**src/sv/bspl_side_mul.sv**
```systemverilog
// Shared 16 x 32 signed multiplier with registered product.
`default_nettype none

module bspl_side_mul (
	input  wire logic               clk,
	input  wire logic               en,
	input  wire logic signed [15:0] a,
	input  wire logic signed [31:0] b,
	output logic signed [47:0]      prod_q
);

	always_ff @(posedge clk) begin
		if (en) begin
			prod_q <= 48'(a) * 48'(b);
		end
	end

endmodule

`default_nettype wire

```
**config.mk**
```make
export PLATFORM = sky130hd
export DESIGN_NAME = bspl_side_mul
export DESIGN_NICKNAME = d
export VERILOG_FILES = /design/src/sv/bspl_side_mul.sv
export SDC_FILE = /design/constraint.sdc
export NUM_CORES = 1
export LEC_CHECK = 0
export BUFFER_PORTS_ARGS = -buffer_cell sky130_fd_sc_hd__buf_2
export CAP_MARGIN = 25
export CELL_PAD_IN_SITES_DETAIL_PLACEMENT = 2
export CELL_PAD_IN_SITES_GLOBAL_PLACEMENT = 2
export CORE_ASPECT_RATIO = 1.75
export CORE_MARGIN = 2
export CORE_UTILIZATION = 45
export CTS_CLUSTER_DIAMETER = 200
export DETAILED_ROUTE_END_ITERATION = 10
export GPL_ROUTABILITY_DRIVEN = 0
export HOLD_SLACK_MARGIN = 0.02
export PLACE_DENSITY = 0.92
export RECOVER_POWER = 50
export SLEW_MARGIN = 20
export SYNTH_ARGS = -nofsm -noshare
export SYNTH_HDL_FRONTEND = slang
export SYNTH_SLANG_ARGS = --single-unit
```
**constraint.sdc**
```tcl
create_clock -name clk -period 13.5 [get_ports clk]
set_input_delay 1.35 -clock clk [delete_from_list [all_inputs] [get_ports clk]]
set_output_delay 1.35 -clock clk [all_outputs]
set_load 0.02 [all_outputs]
```
==> results of run 1 <==
==> placed cells by master, fill, tap and decap left out, types with 3 or more instances in the layout <==
master / count
a21o_1: 28
buf_2: 73
nor3_1: 5
clkbuf_1: 25
nor2b_1: 4
a211oi_1: 3
nand4_1: 8
or3_1: 3
and3_1: 6
o31ai_1: 3
nor2_1: 36
nand2_1: 297
a31oi_1: 4
o21a_1: 4
clkbuf_16: 5
o21bai_1: 10
a221oi_2: 3
xnor2_1: 40
nand2b_1: 9
o21ai_2: 3
nand3_1: 10
inv_1: 555
fa_1: 486
a21boi_0: 3
ha_1: 114
and2_1: 203
xor2_1: 11
a21oi_1: 42
edfxtp_1: 48
o211ai_1: 4
o21ai_0: 23
==> cells by family (layout without fill, tap and decap cells) <==
group	after synthesis	after routing	share of synthesized area, %
buffers and inverters	646	663	12.6
adder cells (fa/ha/maj)	600	600	58.0
AND/OR/NAND/NOR	585	585	14.6
AO/OA/AOI/OAI	143	143	4.99
XOR/XNOR	51	51	2.32
flip-flops	48	48	7.49
==> routing by layer <==
layer	vias up	GRT usage [%]	share of wire, %
li1	6012	-	-
met1	7965	35.9	31
met2	722	70.5	55
met3	464	5.13	4.2
met4	4	30.9	10
met5	-	0	0.026
==> worst max path at each step <==
| stage | startpoint | end | slack, ps | cells past startpoint |
|---|---|---|---|---|
| after floorplan | b[30] | prod_q[46] | 6290 | 24 |
| after global placement | a[15] | prod_q[47] | 4720 | 22 |
| after detailed placement | a[15] | prod_q[47] | 4170 | 22 |
| after CTS | a[15] | prod_q[47] | 4500 | 22 |
| after global routing | a[15] | prod_q[47] | 4000 | 22 |
| final | a[15] | prod_q[47] | 4220 | 22 |
==> through the flow <==
stage               instances  hold WS (ps)
finish                   2651          1630
global route             2651          1640
CTS                      2651          1620
detailed placement       2643          1800
global placement         2643          1800
floorplan                2073          1460
==> synth_stat cells, drive strengths merged, types with 3 or more instances <==
cell type | instances | area, sq um
xnor2 | 40 | 350
o31ai | 3 | 22.5
xor2 | 11 | 96.3
a31oi | 4 | 25.0
clkbuf | 89 | 334
o21ai | 26 | 141
or3 | 3 | 18.8
a21o | 28 | 210
a211oi | 3 | 22.5
o211ai | 4 | 30.0
nor2b | 4 | 25.0
a221oi | 4 | 53.8
and2 | 203 | 1270
nor2 | 36 | 135
nand2b | 9 | 56.3
o21bai | 10 | 75.1
and3 | 6 | 37.5
o21a | 4 | 30.0
nand4 | 8 | 50.1
and4 | 3 | 28.8
nand2 | 297 | 1110
a21boi | 3 | 22.5
fa | 486 | 9730
nor3 | 5 | 25.0
inv | 555 | 2080
ha | 114 | 1430
a21oi | 44 | 228
nand3 | 10 | 50.1
edfxtp | 48 | 1440
==> area by class of cell <==
cell class | count | area, sq um
fill | 4547 | 22200
clock buffer | 5 | 125
inverter | 556 | 2090
clock inverter | 3 | 18.8
timing repair buffer | 99 | 467
multi-input combinational | 1379 | 15400
tap | 561 | 702
sequential | 48 | 1440
==> reports/summary.txt, run 1 <==
Largest Register -> prod_q
GR Overflow Total -> 0
Max-Cap Viols -> 2
DPL Wire Length -> 64.7 mm
Top Registers -> prod_q (48)
FF+latch count, synth -> 48
cell count after synthesis -> 2073
1st-iter DRT viols -> 858
Syn Area/Cell -> 9.28 sq um
PortBufs -> 97
Hold Vio Cnt, Final -> 0
Nets -> 2739
post-CTS sizing -> 0
area post-placement -> 20100 sq um
clock tree sinks -> 48
# Post-CTS Setup Buffers -> 0
share of layout cells above drive strength 1 -> 4.45%
via count -> 15200
Worst Hold Endpoint -> prod_q[0]
ANT nets after route -> 0
Root Driver -> clkbuf_16
Critical Path AT -> 9350 ps
sequential area share after synthesis -> 7.49%
TNS Setup -> 0 ps
Tcrit/Tclk final -> 68.7%
CP Launch Type -> input pin
Post-synth EDFFs -> 48
Setup violations, final -> 0
Hold Path Depth -> 2
failing checks -> capacitance limit, slew limit
Residual DRC -> 0
drt wl/cell -> 30.2 um
# diodes -> 0
Worst path most repeated cell -> fa_1
Final Slew Violations -> 82
critical path class -> in -> reg
Hold Startpoint -> b[0]
largest net degree at the start of global routing -> 49
Area Growth Syn to Fin -> 5.06%
Worst-Margin Slew -> 3300 ps
Req. time, crit path -> 13570 ps
initial antenna violation count -> 3
Reg clk slew, reported paths -> 80 ps
htree depth -> 2
Largest stage delay, worst path -> 850 ps
num ports -> 98
TritonCTS clock tree -> yes
status -> finished with violations
FFs w/ async S/R, synth -> 0%
Synth Flop Type -> edfxtp_1
post-route cell area -> 20200 sq um
Row Count -> 100
f_max -> 0.108 GHz
Critical Path Sink Type -> flip-flop
Yosys cell types -> 44
max reg flops -> 48
Slew Limit Headroom -> -120%
Max stage delay cell, worst path -> clkinv_1
kind of cell adding the most delay to the critical path -> adder cells
Core Region -> 42400 sq um
Core Util, Final -> 47.7%
drt total wl -> 80.0 mm
RSZ-0062 raised after global routing -> no
Initial Utilization -> 45.4%
via count of the first global-routing pass -> 19700
Synthesized Nets -> 2723
CTS Hold Bufs -> 0
min cycle time layout -> 9280 ps
crit-path max FO -> 27
Warnings, synthesis -> 0
clock buffer depth -> 2
CP Buf/Inv Count -> 5
full die area -> 44500 sq um
DRT Pass-1 Iters -> 5
HP Class -> in -> reg
Num CTS Buffers -> 5
worst setup margin -> 4220 ps
total track usage -> 37.6%
global-route wire length before repair -> 122 mm
crit path cell chain -> buf_2 -> clkinv_1 -> nor2_1 -> fa_1 -> fa_1 -> fa_1 -> fa_1 -> fa_1 -> inv_1 -> fa_1 -> inv_1 -> ha_1 -> and3_1 -> and3_1 -> nand2_1 -> o21ai_0 -> o31ai_1 -> buf_4 -> o311ai_1 -> a21oi_2 -> o31ai_1 -> xnor2_1
chip height -> 278 um
Setup Slack @ Placement -> 4170 ps
Vias per Instance -> 5.72
synthesized area -> 19200 sq um
Die X -> 160 um
Power of run 1 is not shown: default switching activity piles up to over one toggle a cycle in this logic, so the estimate is an artifact.
==> run 2: changes to the inputs <==
Settings changed: CORE_UTILIZATION 45 to 42, PLACE_DENSITY 0.92 to 0.87.
Clock period 13.5 ns to 8.55 ns, I/O delays scaled along.
==> run 2 against run 1 <==
Count of clock-buffer cells in the layout is the same. Utilization down 2.8 points. The run still ends with capacitance limit, slew limit left. Cell count is 0.91% higher.
==> reports/summary.txt, run 2 (synthesis results as in run 1) <==
status -> finished with violations (unchanged)
failing checks -> capacitance limit, slew limit (unchanged)
via count of the first global-routing pass -> 19100 (was 19700)
HP Class -> in -> reg (unchanged)
Die X -> 166 um (was 160 um)
GR Overflow Total -> 0 (unchanged)
crit path cell chain -> buf_2 -> nand2_1 -> fa_1 -> fa_1 -> fa_1 -> inv_1 -> fa_1 -> fa_1 -> inv_1 -> fa_1 -> inv_1 -> ha_1 -> a21oi_1 -> o21ai_0 -> a211o_1 -> o21ai_0 -> a21oi_2 -> a41oi_2 -> o41ai_2 -> a221oi_2 -> xnor2_1 (was buf_2 -> clkinv_1 -> nor2_1 -> fa_1 -> fa_1 -> fa_1 -> fa_1 -> fa_1 -> inv_1 -> fa_1 -> inv_1 -> ha_1 -> and3_1 -> and3_1 -> nand2_1 -> o21ai_0 -> o31ai_1 -> buf_4 -> o311ai_1 -> a21oi_2 -> o31ai_1 -> xnor2_1)
htree depth -> 2 (unchanged)
Residual DRC -> 0 (unchanged)
Critical Path Sink Type -> flip-flop (unchanged)
fillers -> 4995 (was 4547)
Worst path most repeated cell -> fa_1 (unchanged)
min cycle time layout -> 7980 ps
# Post-CTS Setup Buffers -> 0 (unchanged)
Area Growth Syn to Fin -> 5.46% (was 5.06%)
DPL Wire Length -> 61.3 mm (was 64.7 mm)
Num CTS Buffers -> 5 (unchanged)
largest net degree at the start of global routing -> 49 (unchanged)
clock tree sinks -> 48 (unchanged)
Hold Vio Cnt, Final -> 0 (unchanged)
drt total wl -> 72.7 mm (was 80.0 mm)
drt wl/cell -> 27.2 um (was 30.2 um)
CP Launch Type -> input pin (unchanged)
global-route wire length before repair -> 112 mm (was 122 mm)
RSZ-0062 raised after global routing -> no (unchanged)
worst setup margin -> 575 ps (was 4220 ps)
Hold Path Depth -> 2 (unchanged)
Setup violations, final -> 0 (unchanged)
via count -> 14800 (was 15200)
f_max -> 0.125 GHz
max reg flops -> 48 (unchanged)
Max stage delay cell, worst path -> buf_2 (was clkinv_1)
Top Registers -> prod_q (48) (unchanged)
clock buffer depth -> 2 (unchanged)
Largest Register -> prod_q (unchanged)
Initial Utilization -> 42.5% (was 45.4%)
TritonCTS clock tree -> yes (unchanged)
crit-path max FO -> 32 (was 27)
Setup Slack @ Placement -> 276 ps (was 4170 ps)
TNS Setup -> 0 ps (unchanged)
PortBufs -> 97 (unchanged)
Largest stage delay, worst path -> 740 ps (was 850 ps)
Tcrit/Tclk final -> 93.3%
ANT nets after route -> 0 (unchanged)
critical path class -> in -> reg (unchanged)
commonest non-fill, non-tap cell in the layout -> inv_1 (unchanged)
Root Driver -> clkbuf_16 (unchanged)
initial antenna violation count -> 3 (unchanged)
Row Count -> 103 (was 100)
full die area -> 47600 sq um (was 44500 sq um)
Critical Path AT -> 8060 ps (was 9350 ps)
Vias per Instance -> 5.53 (was 5.72)
Slew Limit Headroom -> -102% (was -120%)
share of layout cells above drive strength 1 -> 4.82% (was 4.45%)
Req. time, crit path -> 8640 ps (was 13570 ps)
Core Util, Final -> 44.9% (was 47.7%)
Nets -> 2746 (was 2739)
chip height -> 287 um (was 278 um)
worst hold margin -> 1110 ps (was 1630 ps)
CTS Hold Bufs -> 0 (unchanged)
total track usage -> 31.6% (was 37.6%)
Worst-Margin Slew -> 3030 ps (was 3300 ps)
Final Slew Violations -> 82 (unchanged)
1st-iter DRT viols -> 681 (was 858)
post-CTS sizing -> 0 (unchanged)
Max-Cap Viols -> 2 (unchanged)
commonest non-fill, non-tap cells in the layout -> inv_1, fa_1, nand2_1, and2_1, ha_1 (unchanged)
Core Region -> 45200 sq um (was 42400 sq um)
DRT Pass-1 Iters -> 5 (unchanged)
Reg clk slew, reported paths -> 90 ps (was 80 ps)
num ports -> 98 (unchanged)
-- run 2: metrics by stage --
step           instances  instance area (sq um)
6_report            2675                  20300
5_1_grt             2674                  20300
4_1_cts             2674                  20300
3_5_place_dp        2666                  20200
3_3_place_gp        2666                  20200
2_1_floorplan       2073                  19200
-- run 2: routing by layer --
metal / vias to the layer above / track usage, % / wire [um]
li1: 6024 / - / -
met1: 7807 / 29.5 / 22700
met2: 599 / 62.4 / 41600
met3: 351 / 4.17 / 2560
met4: 2 / 22.5 / 5830
met5: - / 0 / 13
-- run 2: layout make-up --
cell class | instances | area, sq um | area share [%]
multi-input combinational | 1379 | 15400 | 75.8
inverter | 556 | 2090 | 10.3
sequential | 48 | 1440 | 7.10
tap | 577 | 722 | 3.56
timing repair buffer | 106 | 517 | 2.55
clock buffer | 5 | 125 | 0.616
clock inverter | 3 | 22.5 | 0.111
antenna | 1 | 2.50 | 0.0123
-- run 2: final timing paths --
check | from | end
max | a[1] | prod_q[44]
min | b[0] | prod_q[0]
-- run 2: critical path, delay by kind of cell --
kind,cells,cell delay (ps)
buffers and inverters,4,930
adder cells (fa/ha/maj),7,3570
AO/OA/AOI/OAI,8,2330
XOR/XNOR,1,150
AND/OR/NAND/NOR,1,200
Power of run 2 is left out for the same reason.
==> run 3: changes to the inputs <==
Settings changed: GPL_TIMING_DRIVEN set to 0.
==> run 3 against run 2 <==
The run still ends with capacitance limit, slew limit left. Routed wire length up 8.2%. Worst hold slack lost 210 ps. Via count rose by 2.7%. Setup slack lost 460 ps. Critical path depth grew 1. Count of clock-buffer cells in the layout up 1. First-iteration DRC count rose by 2.1%. Largest cell class unchanged. Highest routed layer unchanged.
==> reports/summary.txt, run 3 (synthesis results as in run 1) <==
status -> finished with violations (unchanged)
initial antenna violation count -> 2 (was 3)
clock buffer depth -> 2 (unchanged)
Max stage delay cell, worst path -> buf_1 (was buf_2)
critical path class -> in -> reg (unchanged)
Worst path most repeated cell -> fa_1 (unchanged)
commonest non-fill, non-tap cells in the layout -> inv_1, fa_1, nand2_1, and2_1, ha_1 (unchanged)
Vias per Instance -> 5.51 (was 5.53)
commonest non-fill, non-tap cell in the layout -> inv_1 (unchanged)
CP Launch Type -> input pin (unchanged)
Largest stage delay, worst path -> 810 ps (was 740 ps)
Nets -> 2828 (was 2746)
ANT nets after route -> 0 (unchanged)
Tcrit/Tclk final -> 98.7% (was 93.3%)
TritonCTS clock tree -> yes (unchanged)
f_max -> 0.118 GHz (was 0.125 GHz)
RSZ-0062 raised after global routing -> no (unchanged)
min cycle time layout -> 8440 ps (was 7980 ps)
GR Overflow Total -> 0 (unchanged)
1st-iter DRT viols -> 695 (was 681)
max reg flops -> 48 (unchanged)
Worst-Margin Slew -> 3110 ps (was 3030 ps)
Initial Utilization -> 42.5% (unchanged)
chip height -> 287 um (unchanged)
Area Growth Syn to Fin -> 7.06% (was 5.46%)
share of layout cells above drive strength 1 -> 4.36% (was 4.82%)
Setup violations, final -> 0 (unchanged)
Residual DRC -> 0 (unchanged)
crit-path max FO -> 10 (was 32)
via count of the first global-routing pass -> 19200 (was 19100)
largest net degree at the start of global routing -> 49 (unchanged)
# diodes -> 0 (was 1)
drt wl/cell -> 28.6 um (was 27.2 um)
Final Slew Violations -> 49 (was 82)
num ports -> 98 (unchanged)
TNS Setup -> 0 ps (unchanged)
placed cells -> 2747 (was 2666)
Die X -> 166 um (unchanged)
clock tree sinks -> 48 (unchanged)
Hold Vio Cnt, Final -> 0 (unchanged)
Core Region -> 45200 sq um (unchanged)
via count -> 15200 (was 14800)
Root Driver -> clkbuf_16 (unchanged)
Req. time, crit path -> 8610 ps (was 8640 ps)
Reg clk slew, reported paths -> 80 ps (was 90 ps)
Critical Path Sink Type -> flip-flop (unchanged)
failing checks -> capacitance limit, slew limit (unchanged)
global-route wire length before repair -> 118 mm (was 112 mm)
Largest Register -> prod_q (unchanged)
post-route insts no fill -> 2756 (was 2675)
htree depth -> 2 (unchanged)
HP Class -> in -> reg (unchanged)
crit path cell chain -> buf_2 -> clkinv_1 -> buf_1 -> nor2_1 -> fa_1 -> fa_1 -> fa_1 -> fa_1 -> fa_1 -> inv_1 -> fa_1 -> inv_1 -> ha_1 -> and3_1 -> and3_1 -> nand2_1 -> o21ai_0 -> o31ai_2 -> o311ai_1 -> a21oi_2 -> o21ai_0 -> xor2_1 (was buf_2 -> nand2_1 -> fa_1 -> fa_1 -> fa_1 -> inv_1 -> fa_1 -> fa_1 -> inv_1 -> fa_1 -> inv_1 -> ha_1 -> a21oi_1 -> o21ai_0 -> a211o_1 -> o21ai_0 -> a21oi_2 -> a41oi_2 -> o41ai_2 -> a221oi_2 -> xnor2_1)
Top Registers -> prod_q (48) (unchanged)
total track usage -> 34.1% (was 31.6%)
Max-Cap Viols -> 1 (was 2)
CTS Hold Bufs -> 0 (unchanged)
Num CTS Buffers -> 5 (unchanged)
DRT Pass-1 Iters -> 5 (unchanged)
drt total wl -> 78.7 mm (was 72.7 mm)
Row Count -> 103 (unchanged)
Critical Path AT -> 8500 ps (was 8060 ps)
full die area -> 47600 sq um (unchanged)
Slew Limit Headroom -> -108% (was -102%)
DPL Wire Length -> 68.7 mm (was 61.3 mm)
PortBufs -> 97 (unchanged)
[run 3: cell types whose count changed in the layout (fill, tap and decap cells not counted), sizes merged]
cell	change
buf	-6
bufinv	+1
clkinv	-1
clkbuf	+89
inv	-1
diode	-1
[run 3: final cells by class]
cell class / count / area, sq um
Fill cell: 4999 / 24600
Multi-Input combinational cell: 1379 / 15400
Inverter: 556 / 2090
Sequential cell: 48 / 1440
Tap cell: 577 / 722
Timing Repair Buffer: 98 / 467
Buffer: 90 / 339
Clock buffer: 6 / 129
Clock inverter: 2 / 35.0
[run 3: worst max-delay path, delay by kind of cell]
kind                       cells  cell delay (ps)
buffers and inverters          5             1380
and+or+nand+nor                4              910
adders and majority gates      7             3470
AOI/OAI and AO/OA              5             1680
xor gates and xnor gates       1              180
[run 3: layer usage]
metal  track usage [%]  wire [um]  vias up
met5                 0          7        -
met4              31.8       8960        2
met3              6.17       3700      425
met2              63.5      42500      685
met1              30.8      23600     7881
li1                  -          -     6190
[run 3: worst paths after layout]
path              start    endpoint  depth (start not counted)
hold / removal     b[0]   prod_q[0]                          2
setup / recovery  a[15]  prod_q[43]                         22
[run 3: what timing repair did]
item                                    in CTS  in global routing
setup buffers                                0                  0
endpoints found under the hold margin        0                  0
gates resized for setup                      1                  3
endpoints found under the setup margin       1                  1
[run 3: per-stage QoR]
step	util, %	hold slack [ps]	setup WS [ps]	area (sq um)
after floorplan	-	967	1830	19200
after global placement	45.2	1240	73.0	20500
after detailed placement	45.2	1240	-242	20500
after CTS	45.6	896	202	20600
after global routing	45.6	926	2.45	20600
final	45.6	903	110	20600
Power of run 3 is left out for the same reason.
